[config.mk]
export PLATFORM = sky130hd
export DESIGN_NAME = iol_cell
export DESIGN_NICKNAME = d
export VERILOG_FILES = /design/src/design/indexed_ordered_list_defines.svh /design/src/design/iol_pkg.sv /design/src/design/iol_cell.sv
export SDC_FILE = /design/constraint.sdc
export NUM_CORES = 1
export LEC_CHECK = 0
export BUFFER_PORTS_ARGS = -buffer_cell sky130_fd_sc_hd__buf_2
export CORE_ASPECT_RATIO = 0.75
export CORE_MARGIN = 2
export CORE_UTILIZATION = 50
export CTS_CLUSTER_SIZE = 28
export DETAILED_ROUTE_END_ITERATION = 8
export PLACE_DENSITY = 0.86
export SLEW_MARGIN = 20
export SYNTH_ARGS = -nofsm -noshare
export SYNTH_HDL_FRONTEND = slang
export SYNTH_SLANG_ARGS = --single-unit
[constraint.sdc]
create_clock -name clk -period 3.24 [get_ports clk]
set_clock_uncertainty 0.1 [all_clocks]
set_input_delay 0.486 -clock clk [delete_from_list [all_inputs] [get_ports clk]]
set_output_delay 0.486 -clock clk [all_outputs]
set_load 0.02 [all_outputs]
[src/design/indexed_ordered_list_defines.svh]
// ----------------------------------------------------------------------------
// indexed_ordered_list_defines: assertion macros
// Shared assertion macros for the ordered list block. Both macros use the
// clk and arst_n of the module that expands them. They are empty under
// synthesis.
// ----------------------------------------------------------------------------
`ifndef INDEXED_ORDERED_LIST_DEFINES_SVH
`define INDEXED_ORDERED_LIST_DEFINES_SVH
`ifndef SYNTHESIS
// Check that holds at every edge out of reset.
`define IOL_ASSERT(lbl, prop) \
	lbl: assert property (@(posedge clk) disable iff (!arst_n) prop) \
		else $error("indexed_ordered_list: assertion failed");
// Check that cons holds in the cycle after ante.
`define IOL_ASSERT_NEXT(lbl, ante, cons) \
	lbl: assert property (@(posedge clk) disable iff (!arst_n) ante |=> cons) \
		else $error("indexed_ordered_list: assertion failed");
`else
`define IOL_ASSERT(lbl, prop)
`define IOL_ASSERT_NEXT(lbl, ante, cons)
`endif
`endif

[src/design/iol_pkg.sv]
// ----------------------------------------------------------------------------
// iol_pkg: shared types of the ordered list
// Request codes, status codes and the command broadcast to the cell row.
// ----------------------------------------------------------------------------
package iol_pkg;

	localparam int FUNC_W   = 4;
	localparam int DATA_W   = 32;
	localparam int POS_W    = 16;
	localparam int STATUS_W = 2;

	typedef enum logic [FUNC_W-1:0] {
		FN_ADD_BACK  = 4'd0,
		FN_ADD_FRONT = 4'd1,
		FN_ADD_AT    = 4'd2,
		FN_RM_BACK   = 4'd3,
		FN_RM_FRONT  = 4'd4,
		FN_RM_AT     = 4'd5,
		FN_ISIN      = 4'd6,
		FN_GET       = 4'd7,
		FN_INDEXOF   = 4'd8,
		FN_LENGTH    = 4'd9
	} iol_func_t;

	typedef enum logic [STATUS_W-1:0] {
		ST_OK   = 2'd0,
		ST_MISS = 2'd1,
		ST_FULL = 2'd2
	} iol_status_t;

	// What every cell does in the current cycle.
	typedef enum logic [2:0] {
		OP_HOLD      = 3'd0,
		OP_INSERT    = 3'd1,
		OP_REMOVE    = 3'd2,
		OP_MATCH_VAL = 3'd3,
		OP_MATCH_IDX = 3'd4
	} iol_op_t;

	typedef struct packed {
		iol_op_t           op;
		logic [DATA_W-1:0] key;
	} iol_cmd_t;

endpackage

[src/design/iol_cell.sv]
// ----------------------------------------------------------------------------
// iol_cell: one slot of the list
// Holds one element, shifts toward or away from the front on insert and
// remove, and carries one stage of the search lane.
// ----------------------------------------------------------------------------
module iol_cell #(
	parameter int CAPACITY = 64,
	parameter int IDX      = 0
) (
	input  logic                          clk,
	input  logic                          arst_n,
	input  iol_pkg::iol_cmd_t             cmd,
	input  logic [$clog2(CAPACITY)-1:0]   k,
	input  logic [$clog2(CAPACITY+1)-1:0] occ,
	input  logic [iol_pkg::DATA_W-1:0]    left_data,
	input  logic [iol_pkg::DATA_W-1:0]    right_data,
	output logic [iol_pkg::DATA_W-1:0]    data,
	input  logic                          lane_in_valid,
	input  logic                          lane_in_hit,
	input  logic [$clog2(CAPACITY+1)-1:0] lane_in_pos,
	input  logic [iol_pkg::DATA_W-1:0]    lane_in_data,
	output logic                          lane_valid,
	output logic                          lane_hit,
	output logic [$clog2(CAPACITY+1)-1:0] lane_pos,
	output logic [iol_pkg::DATA_W-1:0]    lane_data
);

	localparam int IDX_W = $clog2(CAPACITY);
	localparam int CNT_W = $clog2(CAPACITY + 1);
	localparam logic [IDX_W-1:0] MY_IDX = IDX_W'(IDX);
	localparam logic [CNT_W-1:0] MY_CNT = CNT_W'(IDX);
	localparam logic [CNT_W-1:0] MY_POS = CNT_W'(IDX + 1);

	logic [iol_pkg::DATA_W-1:0] data_q;
	logic                       lane_valid_q;
	logic                       lane_hit_q;
	logic [CNT_W-1:0]           lane_pos_q;
	logic [iol_pkg::DATA_W-1:0] lane_data_q;
	logic                       match;

	always_comb begin
		match = 1'b0;
		case (cmd.op)
			iol_pkg::OP_MATCH_VAL: match = (MY_CNT < occ) && (data_q == cmd.key);
			iol_pkg::OP_MATCH_IDX: match = (MY_IDX == k);
			default:               match = 1'b0;
		endcase
	end

	// element store: insert pulls from the left, remove from the right
	always_ff @(posedge clk) begin
		case (cmd.op)
			iol_pkg::OP_INSERT: begin
				if (MY_IDX > k) begin
					data_q <= left_data;
				end else if (MY_IDX == k) begin
					data_q <= cmd.key;
				end
			end
			iol_pkg::OP_REMOVE: begin
				if (MY_IDX >= k) begin
					data_q <= right_data;
				end
			end
			default: begin
			end
		endcase
	end

	always_ff @(posedge clk or negedge arst_n) begin
		if (!arst_n) begin
			lane_valid_q <= 1'b0;
		end else begin
			lane_valid_q <= lane_in_valid;
		end
	end

	// first hit wins; later cells pass it on unchanged
	always_ff @(posedge clk) begin
		if (lane_in_valid) begin
			if (!lane_in_hit && match) begin
				lane_hit_q  <= 1'b1;
				lane_pos_q  <= MY_POS;
				lane_data_q <= data_q;
			end else begin
				lane_hit_q  <= lane_in_hit;
				lane_pos_q  <= lane_in_pos;
				lane_data_q <= lane_in_data;
			end
		end
	end

	assign data       = data_q;
	assign lane_valid = lane_valid_q;
	assign lane_hit   = lane_hit_q;
	assign lane_pos   = lane_pos_q;
	assign lane_data  = lane_data_q;

endmodule

==> reports/summary.md <==
The run finished with clean final reports. Ranked by total cell area, the synthesized netlist is headed by edfxtp_1 48%, mux2_2 8.0%, xor2_1 6.2%. In this run the worst path has a maximum fanout of 66. The mean area per synthesized cell is 10.4 sq um, and the clock latency on the worst-skew pair is 0.33 ns. In this run the worst hold path is classified as in2reg.

Entering global routing, the biggest net connects 99 pins. The filler cells instantiated in the layout total 685. The tools report the H-tree depth as 3.

The clock passes through at most 2 buffers. After detailed routing, the number of remaining DRC violations is 0. The worst setup path startpoint was data[18]. The worst-path cell with the longest stage delay was nor4_2. The startpoint of the tightest hold check path is lane_in_pos[0]. The logs give 0 for the remaining antenna violation count after routing and 25 for the count of distinct cell types in the synthesized netlist.

Of the cells placed in the final design, the portion with a size suffix greater than 1 is 41.9%. Headroom to the max-slew limit came out at 32.1%. Setup violations remaining at the end of the flow were counted as 0. Worst flop-to-flop path endpoint: lane_pos[2]. The depth of the most critical reg-to-reg path came out at 6.

The maximum vdd drop was 0.000222 V; the time the worst path needs with I/O delays and setup was 2.80 ns. The clock-pin slew on the worst setup and hold paths was 0.06 ns. During I/O placement, the number of pins put on the boundary was 228.

The sequential area share after synthesis was 48.8%. The dominant cell type by area after synthesis is edfxtp_1. The top cell type by area accounts for 48.2% of the synthesized area.

During synthesis, Yosys emitted a total of 0 warnings. Counting flops with a built-in enable in the synthesized netlist gives 72. The wire length after detailed routing was 13400 um; the iteration-0 DRC count of the detailed router was 316. The worst setup path is launched from a register. The number of antenna violations at the first check in global routing is 0. Clock tree synthesis inserted a total of 9 buffers. The total overflow left after global routing is 0. The worst hold endpoint was lane_pos[0]. Of all flip-flops after synthesis, the portion carrying an async set or reset was 1.37%. The final hold violation count was 0. The logs give 52.2% for the starting utilization of the core area and 2.41 nW for the leakage power total.

The repair_antennas step left the layout with diodes totalling 0. At the end of routability-driven placement, the weighted congestion stood at 0.806. Setup total negative slack on the finished layout was measured at 0 ns. The number of rows created at floorplan was 29. The number of nets handed over by synthesis was 587.

The top flip-flop cell by instance count after synthesis is edfxtp_1. Based on the critical path, the design can be clocked at up to 357 MHz. The power per unit of standard cell area works out to 443 nW/um^2. The number of detailed-routing iterations run before antenna repair is 5, and the reg2reg setup slack is 0.44 ns. Counting instances, the worst hold path has a depth of 2. Data arrives at the worst endpoint at 2.77 ns.

The critical path goes through xor2_1, nor4_1, nand3_2, buf_4, nor4_2, nor3b_1. The peak per-stage delay on the critical path works out to 0.62 ns. In the global route stage, overall resource usage came out at 27.2%. The worst path required time was 3.20 ns; the first-pass GRT wire length was 20400 um. The tools report the clock tree root driver cell as clkbuf_16.

The worst setup path is of the reg2reg kind. The ratio of routed vias to standard cells is 5.92. From bottom edge to top edge, the die measures 86.0 um. Input and output buffers added on the ports amount to 195. The tree built by TritonCTS fans out to 73 sinks.

The via count of the first global-routing pass was 4075. Summing over every cut layer, the via total after detailed routing is 4298. The tool flagged a number of max-cap violations equal to 0. The final period utilization is 86.6%. The overall die width was 113 um.

For this run, the share of the core covered by cells in the final layout is 68.8%. Counting flops and latches in the post-synthesis netlist gives 73. Dividing the detail-routed wire length by the instance count gives 18.5 um.

STA classifies the critical path endpoint as a register. The netlist area before placement was 4490 sq um. The tools report the overall die area as 9750 sq um. The post-layout net count is 768, and the slew at the pin closest to its max-slew limit is 1.02 ns. In this run the post-CTS setup repair buffer count came out at 0. The core region is 8600 sq um. In this run the critical register-to-register path is launched from data[18]. The most instantiated library cell after synthesis is edfxtp_1. TritonCTS built the clock tree.

The tightest hold path in the finished design has a slack of 0.327 ns. After legalization and detailed placement, the total HPWL measured 9850 um. The run gives 0 as the final max-slew violation count. Counting instances in the post-synthesis netlist gives the leading cell types as 72 x edfxtp_1, 66 x nand2_1, 34 x clkbuf_1.

From synthesis to final layout, the design area changed by 32.0%. Setup repair after global routing left no endpoint under its margin. In the synthesized netlist, the number of instances is 432.
## critical path: cells and delay by family (launching register included)
| family | cells | cell delay [ns] |
|---|---|---|
| flops | 1 | 0.50 |
| buf+inv | 1 | 0.32 |
| xor+xnor | 1 | 0.19 |
| simple gates | 4 | 1.39 |
## cell usage in the layout (no fill, tap or decap), types with 2 or more instances in the layout
| cell | netlist | layout |
|---|---|---|
| o211ai_1 | 32 | 32 |
| nor4_1 | 8 | 8 |
| nand3b_1 | 2 | 2 |
| nor3b_1 | 7 | 6 |
| nor3_1 | 3 | 2 |
| nor4_2 | 2 | 2 |
| buf_2 | 1 | 195 |
| a31oi_1 | 32 | 32 |
| buf_4 | 0 | 9 |
| xor2_1 | 32 | 32 |
| or3_1 | 2 | 2 |
| edfxtp_1 | 72 | 72 |
| nor2_1 | 4 | 3 |
| nand2_1 | 66 | 66 |
| clkbuf_16 | 0 | 9 |
| o21ai_0 | 32 | 32 |
| or4_1 | 32 | 32 |
| bufinv_16 | 0 | 3 |
| mux2_2 | 32 | 32 |
| nand2b_1 | 32 | 32 |
## per-stage QoR
stage | setup slack (ns) | instances | instance area, sq um | total power [W]
3_5_place_dp | 0.325 | 709 | 5560 | 0.00147
5_1_grt | 0.353 | 726 | 5920 | 0.00271
4_1_cts | 0.418 | 726 | 5920 | 0.00263
6_report | 0.435 | 726 | 5920 | 0.00262
3_3_place_gp | 0.430 | 709 | 5560 | 0.00145
2_1_floorplan | 0.510 | 432 | 4490 | 0.00130
## worst max path at each step
stage                  end  slack [ns]  cells past startpoint
2_1_floorplan      data[0]        0.51                      3
5_1_grt        lane_pos[2]        0.35                      6
4_1_cts        lane_pos[2]        0.42                      6
3_3_place_gp   lane_pos[5]        0.43                      7
6_report       lane_pos[2]        0.44                      6
3_5_place_dp   lane_pos[2]        0.32                      7
## report_power, final
group	internal (W)	total, W	switching (W)
sequential	0.00109	0.00110	0.0000129
combinational	0.000158	0.000350	0.000193
clock	0.000774	0.00117	0.000395
total	0.00202	0.00262	0.000600
## state kept, by name, indices dropped and copies added, names as in the netlist
name / flops
lane_valid: 1
lane_data: 32
data: 32
lane_hit: 1
lane_pos: 7
## layer usage
layer	global-route usage (%)	part of all wire, %	vias up
li1	-	-	2008
met1	34.7	41	2005
met2	45.2	47	258
met3	7.28	9.8	27
met4	9.53	2.2	0
met5	0	0	-
## timing repair
item	4_1_cts	5_1_grt
setup endpoints to repair	0	0
endpoints found under the hold margin	1	0
gates resized for setup	0	0
hold buffers	1	0
## cells by family after synthesis
family	count (synthesis)	share of synthesized area, %
AOI/OAI and AO/OA	97	13.6
xor gates and xnor gates	33	6.44
buffers and inverters	36	3.21
DFF	73	48.8
muxes	32	8.03
and+or+nand+nor	161	20.0
## final cells by class
cell class / count / area (sq um) / share of cell area [%]
Clock buffer: 11 / 243 / 4.10
Clock inverter: 5 / 104 / 1.75
Multi-Input combinational cell: 323 / 2180 / 36.8
Sequential cell: 73 / 2190 / 36.9
Tap cell: 108 / 135 / 2.28
Timing Repair Buffer: 206 / 1070 / 18.1
No activity file was read; power rests on OpenSTA's default activity.
