**src/design/indexed_ordered_list_defines.svh**
```systemverilog
// ----------------------------------------------------------------------------
// indexed_ordered_list_defines: assertion macros
// Shared assertion macros for the ordered list block. Both macros use the
// clk and arst_n of the module that expands them. They are empty under
// synthesis.
// ----------------------------------------------------------------------------
`ifndef INDEXED_ORDERED_LIST_DEFINES_SVH
`define INDEXED_ORDERED_LIST_DEFINES_SVH
`ifndef SYNTHESIS
// Check that holds at every edge out of reset.
`define IOL_ASSERT(lbl, prop) \
	lbl: assert property (@(posedge clk) disable iff (!arst_n) prop) \
		else $error("indexed_ordered_list: assertion failed");
// Check that cons holds in the cycle after ante.
`define IOL_ASSERT_NEXT(lbl, ante, cons) \
	lbl: assert property (@(posedge clk) disable iff (!arst_n) ante |=> cons) \
		else $error("indexed_ordered_list: assertion failed");
`else
`define IOL_ASSERT(lbl, prop)
`define IOL_ASSERT_NEXT(lbl, ante, cons)
`endif
`endif

```
**src/design/iol_pkg.sv**
```systemverilog
// ----------------------------------------------------------------------------
// iol_pkg: shared types of the ordered list
// Request codes, status codes and the command broadcast to the cell row.
// ----------------------------------------------------------------------------
package iol_pkg;

	localparam int FUNC_W   = 4;
	localparam int DATA_W   = 32;
	localparam int POS_W    = 16;
	localparam int STATUS_W = 2;

	typedef enum logic [FUNC_W-1:0] {
		FN_ADD_BACK  = 4'd0,
		FN_ADD_FRONT = 4'd1,
		FN_ADD_AT    = 4'd2,
		FN_RM_BACK   = 4'd3,
		FN_RM_FRONT  = 4'd4,
		FN_RM_AT     = 4'd5,
		FN_ISIN      = 4'd6,
		FN_GET       = 4'd7,
		FN_INDEXOF   = 4'd8,
		FN_LENGTH    = 4'd9
	} iol_func_t;

	typedef enum logic [STATUS_W-1:0] {
		ST_OK   = 2'd0,
		ST_MISS = 2'd1,
		ST_FULL = 2'd2
	} iol_status_t;

	// What every cell does in the current cycle.
	typedef enum logic [2:0] {
		OP_HOLD      = 3'd0,
		OP_INSERT    = 3'd1,
		OP_REMOVE    = 3'd2,
		OP_MATCH_VAL = 3'd3,
		OP_MATCH_IDX = 3'd4
	} iol_op_t;

	typedef struct packed {
		iol_op_t           op;
		logic [DATA_W-1:0] key;
	} iol_cmd_t;

endpackage

```
**src/design/iol_ctrl.sv**
```systemverilog
// ----------------------------------------------------------------------------
// iol_ctrl: request sequencer of the ordered list
// Takes one request, checks it against the occupancy, drives the cell row,
// collects the search lane and holds the result register.
// ----------------------------------------------------------------------------
`include "indexed_ordered_list_defines.svh"

module iol_ctrl #(
	parameter int CAPACITY = 64
) (
	input  logic                              clk,
	input  logic                              arst_n,
	input  logic                              in_valid,
	output logic                              in_stall,
	input  logic [iol_pkg::FUNC_W-1:0]        func,
	input  logic signed [iol_pkg::DATA_W-1:0] value,
	input  logic [iol_pkg::POS_W-1:0]         position,
	output iol_pkg::iol_cmd_t                 cmd,
	output logic [$clog2(CAPACITY)-1:0]       k,
	output logic [$clog2(CAPACITY+1)-1:0]     occ,
	output logic                              lane_launch,
	input  logic                              lane_exit,
	input  logic                              lane_hit,
	input  logic [$clog2(CAPACITY+1)-1:0]     lane_pos,
	input  logic [iol_pkg::DATA_W-1:0]        lane_data,
	output logic                              out_valid,
	input  logic                              out_stall,
	output logic [iol_pkg::STATUS_W-1:0]      status,
	output logic signed [iol_pkg::DATA_W-1:0] data_out,
	output logic                              found,
	output logic [$clog2(CAPACITY+1)-1:0]     found_position,
	output logic [$clog2(CAPACITY+1)-1:0]     length
);

	localparam int IDX_W = $clog2(CAPACITY);
	localparam int CNT_W = $clog2(CAPACITY + 1);
	localparam int CMP_W = ((CNT_W > iol_pkg::POS_W) ? CNT_W : iol_pkg::POS_W) + 1;

	typedef enum logic [3:0] {
		S_IDLE  = 4'b0001,
		S_EXEC  = 4'b0010,
		S_SWEEP = 4'b0100,
		S_DONE  = 4'b1000
	} state_t;

	state_t                      state_q, state_d;
	logic [iol_pkg::FUNC_W-1:0]  func_q;
	logic [iol_pkg::DATA_W-1:0]  value_q;
	logic [iol_pkg::POS_W-1:0]   pos_q;
	logic [CNT_W-1:0]            occ_q;

	iol_pkg::iol_status_t        res_status_q;
	logic [iol_pkg::DATA_W-1:0]  res_data_q;
	logic                        res_found_q;
	logic [CNT_W-1:0]            res_fpos_q;
	logic [CNT_W-1:0]            res_len_q;

	logic                        out_valid_q;
	iol_pkg::iol_status_t        out_status_q;
	logic [iol_pkg::DATA_W-1:0]  out_data_q;
	logic                        out_found_q;
	logic [CNT_W-1:0]            out_fpos_q;
	logic [CNT_W-1:0]            out_len_q;

	logic                        accept;
	logic                        load_out;
	logic [CMP_W-1:0]            pos_ext;
	logic [CMP_W-1:0]            occ_ext;
	logic                        pos_ok_add;
	logic                        pos_ok_get;
	logic                        full;
	logic                        empty;
	logic [CNT_W-1:0]            pos_m1;
	logic                        do_ins;
	logic                        do_rem;
	logic                        do_mval;
	logic                        do_midx;
	logic                        sweep;
	logic                        is_indexof;
	iol_pkg::iol_status_t        pre_status;
	logic [CNT_W-1:0]            k_full;

	iol_pkg::iol_status_t        sw_status;
	logic [iol_pkg::DATA_W-1:0]  sw_data;
	logic                        sw_found;
	logic [CNT_W-1:0]            sw_fpos;
	logic [CNT_W-1:0]            sw_len;

	assign accept   = in_valid && !in_stall;
	assign in_stall = (state_q != S_IDLE);
	assign load_out = (state_q == S_DONE) && (!out_valid_q || !out_stall);

	assign pos_ext    = CMP_W'(pos_q);
	assign occ_ext    = CMP_W'(occ_q);
	assign pos_ok_add = (pos_q != '0) && (pos_ext <= occ_ext + CMP_W'(1));
	assign pos_ok_get = (pos_q != '0) && (pos_ext <= occ_ext);
	assign full       = (occ_q == CNT_W'(CAPACITY));
	assign empty      = (occ_q == '0);
	assign pos_m1     = CNT_W'(pos_q) - CNT_W'(1);
	assign is_indexof = (iol_pkg::iol_func_t'(func_q) == iol_pkg::FN_INDEXOF);

	// request decode against the current occupancy
	always_comb begin
		do_ins     = 1'b0;
		do_rem     = 1'b0;
		do_mval    = 1'b0;
		do_midx    = 1'b0;
		pre_status = iol_pkg::ST_OK;
		k_full     = '0;
		unique case (iol_pkg::iol_func_t'(func_q))
			iol_pkg::FN_ADD_BACK: begin
				if (full) begin
					pre_status = iol_pkg::ST_FULL;
				end else begin
					do_ins = 1'b1;
					k_full = occ_q;
				end
			end
			iol_pkg::FN_ADD_FRONT: begin
				if (full) begin
					pre_status = iol_pkg::ST_FULL;
				end else begin
					do_ins = 1'b1;
				end
			end
			iol_pkg::FN_ADD_AT: begin
				if (!pos_ok_add) begin
					pre_status = iol_pkg::ST_MISS;
				end else if (full) begin
					pre_status = iol_pkg::ST_FULL;
				end else begin
					do_ins = 1'b1;
					k_full = pos_m1;
				end
			end
			iol_pkg::FN_RM_BACK: begin
				if (empty) begin
					pre_status = iol_pkg::ST_MISS;
				end else begin
					do_rem = 1'b1;
					k_full = occ_q - CNT_W'(1);
				end
			end
			iol_pkg::FN_RM_FRONT: begin
				if (empty) begin
					pre_status = iol_pkg::ST_MISS;
				end else begin
					do_rem = 1'b1;
				end
			end
			iol_pkg::FN_RM_AT: begin
				if (!pos_ok_get) begin
					pre_status = iol_pkg::ST_MISS;
				end else begin
					do_rem = 1'b1;
					k_full = pos_m1;
				end
			end
			iol_pkg::FN_ISIN: begin
				do_mval = 1'b1;
			end
			iol_pkg::FN_GET: begin
				if (!pos_ok_get) begin
					pre_status = iol_pkg::ST_MISS;
				end else begin
					do_midx = 1'b1;
					k_full  = pos_m1;
				end
			end
			iol_pkg::FN_INDEXOF: begin
				do_mval = 1'b1;
			end
			iol_pkg::FN_LENGTH: begin
			end
			default: begin
				pre_status = iol_pkg::ST_MISS;
			end
		endcase
	end

	assign sweep = do_rem || do_mval || do_midx;
	assign k     = k_full[IDX_W-1:0];
	assign occ   = occ_q;

	// removal and reads fetch the element through the lane first; the
	// shift of a removal happens in the cycle the lane comes out
	always_comb begin
		cmd.key = value_q;
		cmd.op  = iol_pkg::OP_HOLD;
		if (state_q == S_EXEC) begin
			if (do_ins) begin
				cmd.op = iol_pkg::OP_INSERT;
			end else if (do_mval) begin
				cmd.op = iol_pkg::OP_MATCH_VAL;
			end else if (do_rem || do_midx) begin
				cmd.op = iol_pkg::OP_MATCH_IDX;
			end
		end else if (state_q == S_SWEEP) begin
			if (lane_exit && do_rem) begin
				cmd.op = iol_pkg::OP_REMOVE;
			end else if (do_mval) begin
				cmd.op = iol_pkg::OP_MATCH_VAL;
			end else begin
				cmd.op = iol_pkg::OP_MATCH_IDX;
			end
		end
	end

	assign lane_launch = (state_q == S_EXEC) && sweep;

	always_comb begin
		sw_status = iol_pkg::ST_OK;
		sw_data   = lane_data;
		sw_found  = 1'b0;
		sw_fpos   = '0;
		sw_len    = occ_q;
		if (do_rem) begin
			sw_len = occ_q - CNT_W'(1);
		end
		if (do_mval) begin
			sw_data  = '0;
			sw_found = lane_hit;
			if (is_indexof) begin
				if (lane_hit) begin
					sw_fpos = lane_pos;
				end else begin
					sw_status = iol_pkg::ST_MISS;
				end
			end
		end
	end

	always_comb begin
		state_d = state_q;
		unique case (state_q)
			S_IDLE:  if (accept) state_d = S_EXEC;
			S_EXEC:  state_d = sweep ? S_SWEEP : S_DONE;
			S_SWEEP: if (lane_exit) state_d = S_DONE;
			S_DONE:  if (load_out) state_d = S_IDLE;
			default: state_d = S_IDLE;
		endcase
	end

	always_ff @(posedge clk or negedge arst_n) begin
		if (!arst_n) begin
			state_q     <= S_IDLE;
			occ_q       <= '0;
			out_valid_q <= 1'b0;
		end else begin
			state_q <= state_d;
			if ((state_q == S_EXEC) && do_ins) begin
				occ_q <= occ_q + CNT_W'(1);
			end else if ((state_q == S_SWEEP) && lane_exit && do_rem) begin
				occ_q <= occ_q - CNT_W'(1);
			end
			if (load_out) begin
				out_valid_q <= 1'b1;
			end else if (!out_stall) begin
				out_valid_q <= 1'b0;
			end
		end
	end

	always_ff @(posedge clk) begin
		if (accept) begin
			func_q  <= func;
			value_q <= value;
			pos_q   <= position;
		end
		if ((state_q == S_EXEC) && !sweep) begin
			res_status_q <= pre_status;
			res_data_q   <= '0;
			res_found_q  <= 1'b0;
			res_fpos_q   <= '0;
			res_len_q    <= do_ins ? (occ_q + CNT_W'(1)) : occ_q;
		end else if ((state_q == S_SWEEP) && lane_exit) begin
			res_status_q <= sw_status;
			res_data_q   <= sw_data;
			res_found_q  <= sw_found;
			res_fpos_q   <= sw_fpos;
			res_len_q    <= sw_len;
		end
		if (load_out) begin
			out_status_q <= res_status_q;
			out_data_q   <= res_data_q;
			out_found_q  <= res_found_q;
			out_fpos_q   <= res_fpos_q;
			out_len_q    <= res_len_q;
		end
	end

	assign out_valid      = out_valid_q;
	assign status         = out_status_q;
	assign data_out       = out_data_q;
	assign found          = out_found_q;
	assign found_position = out_fpos_q;
	assign length         = out_len_q;

	`IOL_ASSERT_NEXT(a_accept_exec, (in_valid && !in_stall), (state_q == S_EXEC))
	`IOL_ASSERT(a_occ_step, (occ_q != $past(occ_q)) |-> (($past(state_q) == S_EXEC) || ($past(state_q) == S_SWEEP)))
	`IOL_ASSERT(a_lane_exit, lane_exit |-> (state_q == S_SWEEP))

endmodule

```
**config.mk**
```make
export PLATFORM = sky130hd
export DESIGN_NAME = iol_ctrl
export DESIGN_NICKNAME = d
export VERILOG_FILES = /design/src/design/iol_pkg.sv /design/src/design/iol_ctrl.sv
export VERILOG_INCLUDE_DIRS = /design/src /design/src/design
export SDC_FILE = /design/constraint.sdc
export NUM_CORES = 1
export LEC_CHECK = 0
export BUFFER_PORTS_ARGS = -buffer_cell sky130_fd_sc_hd__buf_4
export CAP_MARGIN = 20
export CORE_ASPECT_RATIO = 1.5
export CORE_MARGIN = 3
export CORE_UTILIZATION = 37
export CTS_CLUSTER_DIAMETER = 60
export CTS_CLUSTER_SIZE = 24
export DETAILED_ROUTE_END_ITERATION = 7
export HOLD_SLACK_MARGIN = 0.03
export PLACE_DENSITY = 0.67
export RECOVER_POWER = 25
export SLEW_MARGIN = 20
export SYNTH_ARGS = -nofsm -noshare
export SYNTH_HDL_FRONTEND = slang
export SYNTH_SLANG_ARGS = --single-unit
```
**constraint.sdc**
```tcl
create_clock -name clk -period 4.9 [get_ports clk]
set_clock_uncertainty 0.05 [all_clocks]
set_input_delay 0.245 -clock clk [delete_from_list [all_inputs] [get_ports clk]]
set_output_delay 0.245 -clock clk [all_outputs]
set_load 0.02 [all_outputs]
```
==> impl_metrics.yaml <==
worst_setup_path:
  r2r_cells: 9
  rr_endpoint: "res_len_q[4]$_DFFE_PP_"
  critPathBufInv: 1
  cp_common_cell: "o21ai_0"
  path_max_fanout: 10
  crit_type: "reg -> out"
  critPathLaunch: "occ[2]$_DFFE_PN0P_"
  cp.required_ns: 4.61
  cp-start-kind: "register"
  crit_slowest_cell: "dfrtp_1"
  cp.depth: 10
  crit_family: "simple AND/OR/NAND/NOR gates"
  endpoint_kind: "primary output"
  r2r_start: "occ[2]$_DFFE_PN0P_"
  rrSetupSlack_ns: 1.38
  cp.arrival_ns: 3.54
  endpoint: "k[5]"
  slowest_delay_ns: 0.57
  crit_chain: "nand3_1, or4_1, ha_1, nand4_1, a211o_1, nand2_1, nor3_1, o21ai_0, o21ai_0, buf_4"
detailed_routing:
  dr_wl_met2_mm: 9.31
  wl_per_cell_um: 16.8
  initialDrtViolationCount: 431
  met3_length_mm: 1.06
  wl_met1_mm: 6.62
  drt_wl_total_mm: 17.4
  drc: 0
  via_per_inst: 5.00
  vias: 5156
  antenna_left: 0
  first_pass_iters: 5
  topRoutingLayerUsed: "met4"
cts:
  cts.sinks: 162
  numCtsBuffers: 17
  clockBufferDepth: 2
  htree_levels: 4
  insertion_delay_ns: 0.42
  clkTransAtPathRegs_ns: 0.07
  ctsRootBufferMaster: "clkbuf_16"
  cts_tree: "built"
  cts_setup_buffers: 0
yosys:
  avgSynthCellArea_um2: 12.4
  synth-compound-area-share_pct: 11.3
  async_flop_share_pct: 7.41
  ys_types: 56
  ys_ff_latch: 162
  synth_edf_count: 110
  synth_xor_area_share_pct: 2.01
  synth-warning-count: 0
  synth_fa_ha_area_share_pct: 3.82
  synth-main-ff-cell: "edfxtp_1"
  syn_nets: 644
  seq_area_frac_synth_pct: 67.3
  muxShareOfSynthArea_pct: 0
  synth-simple-area-share_pct: 13.1
  synth_top_family_by_area: "simple AND/OR/NAND/NOR gates"
  syn-cell-area_um2: 6550
  syn_inst: 527
sta:
  fmax_mhz: 260
  slew_violations: 0
  worst_slew_pin_slew_ns: 0.907
  rsz0062_at_grt: "no"
  hold_violations: 0
  min_period_ns: 3.84
  finalSetupViolations: 0
  fin_crit_sh_pct: 78.3
  max_slew_margin_pct: 39.1
  setup-tns-final_ns: 0
layout:
  finalNetCount: 923
  fin_cells: 1032
  stdcell_area_um2: 9600
  drive_above_1_share_pct: 29.5
  nFillCells: 1391
  antenna_cells: 0
  syn_to_final_growth_pct: 46.6
floorplan:
  rows: 59
  fp.dieH_um: 169
  io_pins: 197
  initial_core_util_pct: 37.7
  die_area_um2: 19400
  fp.coreArea_um2: 17300
  die_w_um: 115
pwr:
  vdd_drop_max_mv: 0.270
  p_int_mw: 2.76
  p_leak_nw: 3.82
  p_per_area_nw_per_um2: 415
  pwr-share-clk_pct: 31.3
  switching_power_mw: 1.22
  pwr-share-comb_pct: 23.2
  sw_frac_of_total_pct: 30.7
  power_frac_seq_pct: 45.5
global_routing:
  antenna_found_initial: 0
  grt.total_usage_pct: 18.0
  overflow: 0
  grt_pass1_vias: 5411
  grt_pass1_wl_mm: 27.1
  grt_max_degree: 53
place:
  dp.cells: 920
  hpwl_mm: 12.2
  place_area_um2: 8240
  routabilityCongestion: 0.878
  portBuffers: 196
job:
  cap_violations: 0
outcome:
  outcome: "completed"
min_path:
  hold_path.class: "in -> reg"
state kept, by name (all words and copies together), names as in the netlist, 7 cells and up:
name	count
value_q	32
pos_q	16
found_position	7
length	7
data_out	32
occ	7
res_data_q	32
res_len_q	7
res_fpos_q	7
worst min-delay path by stage:
stage,from,endpoint,slack (ns),cells after the start
after detailed placement,arst_n,occ[0]$_DFFE_PN0P_,0.05,1
after global placement,arst_n,occ[0]$_DFFE_PN0P_,0.05,1
after CTS,lane_data[24],res_data_q[24]$_SDFFE_PP0P_,0.03,3
final,lane_data[11],res_data_q[11]$_SDFFE_PP0P_,0.05,3
after global routing,lane_data[24],res_data_q[24]$_SDFFE_PP0P_,0.04,3
after floorplan,arst_n,occ[0]$_DFFE_PN0P_,-0.10,0
power groups by stage:
stage,Combinational [mW],Sequential (mW),Clock [mW]
final,0.925,1.81,1.25
after global routing,1.02,1.83,1.32
after CTS,0.933,1.81,1.27
after detailed placement,0.880,1.84,0
after global placement,0.870,1.83,0
after floorplan,0.446,1.90,0
Yosys cell counts, types with 5 or more instances:
library cell,number,share of area [%]
dfrtp_1,11,4.2
o21ai_0,22,1.7
nand3_1,44,3.4
edfxtp_1,110,50
nor2b_1,5,0.48
clkbuf_1,11,0.63
dfxtp_1,40,12
inv_1,17,0.97
nor3_1,14,1.1
a21oi_1,49,3.7
buf_2,8,0.61
ha_1,20,3.8
xnor2_1,13,1.7
a22o_1,8,1.1
nand2_1,60,3.4
nor2_1,21,1.2
and3_1,5,0.48
cell families (layout without fill, tap and decap cells):
| family | Yosys count | after routing |
|---|---|---|
| flip-flops | 162 | 162 |
| XOR/XNOR | 15 | 15 |
| AO/OA/AOI/OAI | 117 | 117 |
| buffers and inverters | 39 | 331 |
| adder cells (fa/ha/maj) | 20 | 20 |
| AND/OR/NAND/NOR | 174 | 174 |
metal layers:
metal  vias up  track usage [%]
met5         -                0
met4         0             7.65
met3        27             5.11
met2       190             32.2
met1      2421             19.6
li1       2518                -
worst min-delay path, cell delays in order:
cell and delay (ns):
buf_4 0.11, nand3_1 0.06, a21oi_1 0.06
placed cells by master (no fill, tap or decap), types with 3 or more instances in the layout:
master / n
clkbuf_4: 35
edfxtp_1: 110
nor3_1: 14
inv_1: 17
a21oi_1: 48
o211ai_1: 4
and2_1: 3
o221ai_1: 3
and3_1: 4
dfxtp_1: 40
a22o_1: 8
buf_4: 165
nand3_1: 44
nand2_1: 59
a22oi_1: 3
dfrtp_1: 11
nor2b_1: 5
clkbuf_1: 3
a31oi_1: 4
o21ai_0: 22
inv_6: 5
a21o_1: 4
ha_1: 20
nand4_1: 4
nor2_1: 20
dlygate4sd3_1: 80
xnor2_1: 13
clkbuf_16: 17
per-stage QoR:
| stage | setup WS, ns | total power, mW | utilization (%) | hold WS, ns |
|---|---|---|---|---|
| 2_1_floorplan | 1.29 | 2.35 | - | -0.101 |
| 3_3_place_gp | 1.46 | 2.70 | 47.5 | 0.0494 |
| 3_5_place_dp | 1.41 | 2.72 | 47.5 | 0.0520 |
| 4_1_cts | 1.02 | 4.02 | 55.3 | 0.0303 |
| 5_1_grt | 0.713 | 4.18 | 55.3 | 0.0428 |
| 6_report | 1.06 | 3.98 | 55.3 | 0.0507 |
layout make-up:
| class | instances | area (um^2) | share of cell area, % |
|---|---|---|---|
| Clock buffer | 21 | 460 | 4.80 |
| Clock inverter | 11 | 92.6 | 0.965 |
| Inverter | 18 | 67.6 | 0.704 |
| Multi-Input combinational cell | 326 | 2000 | 20.8 |
| Sequential cell | 162 | 4410 | 45.9 |
| Tap cell | 213 | 267 | 2.78 |
| Timing Repair Buffer | 281 | 2310 | 24.0 |
what timing repair did:
item / CTS / global route
hold endpoints to repair: 91 / 0
resized for setup: 0 / 0
endpoints found under the setup margin: 0 / 0
hold buffers: 80 / 0
(Power assumes the default switching activity.)
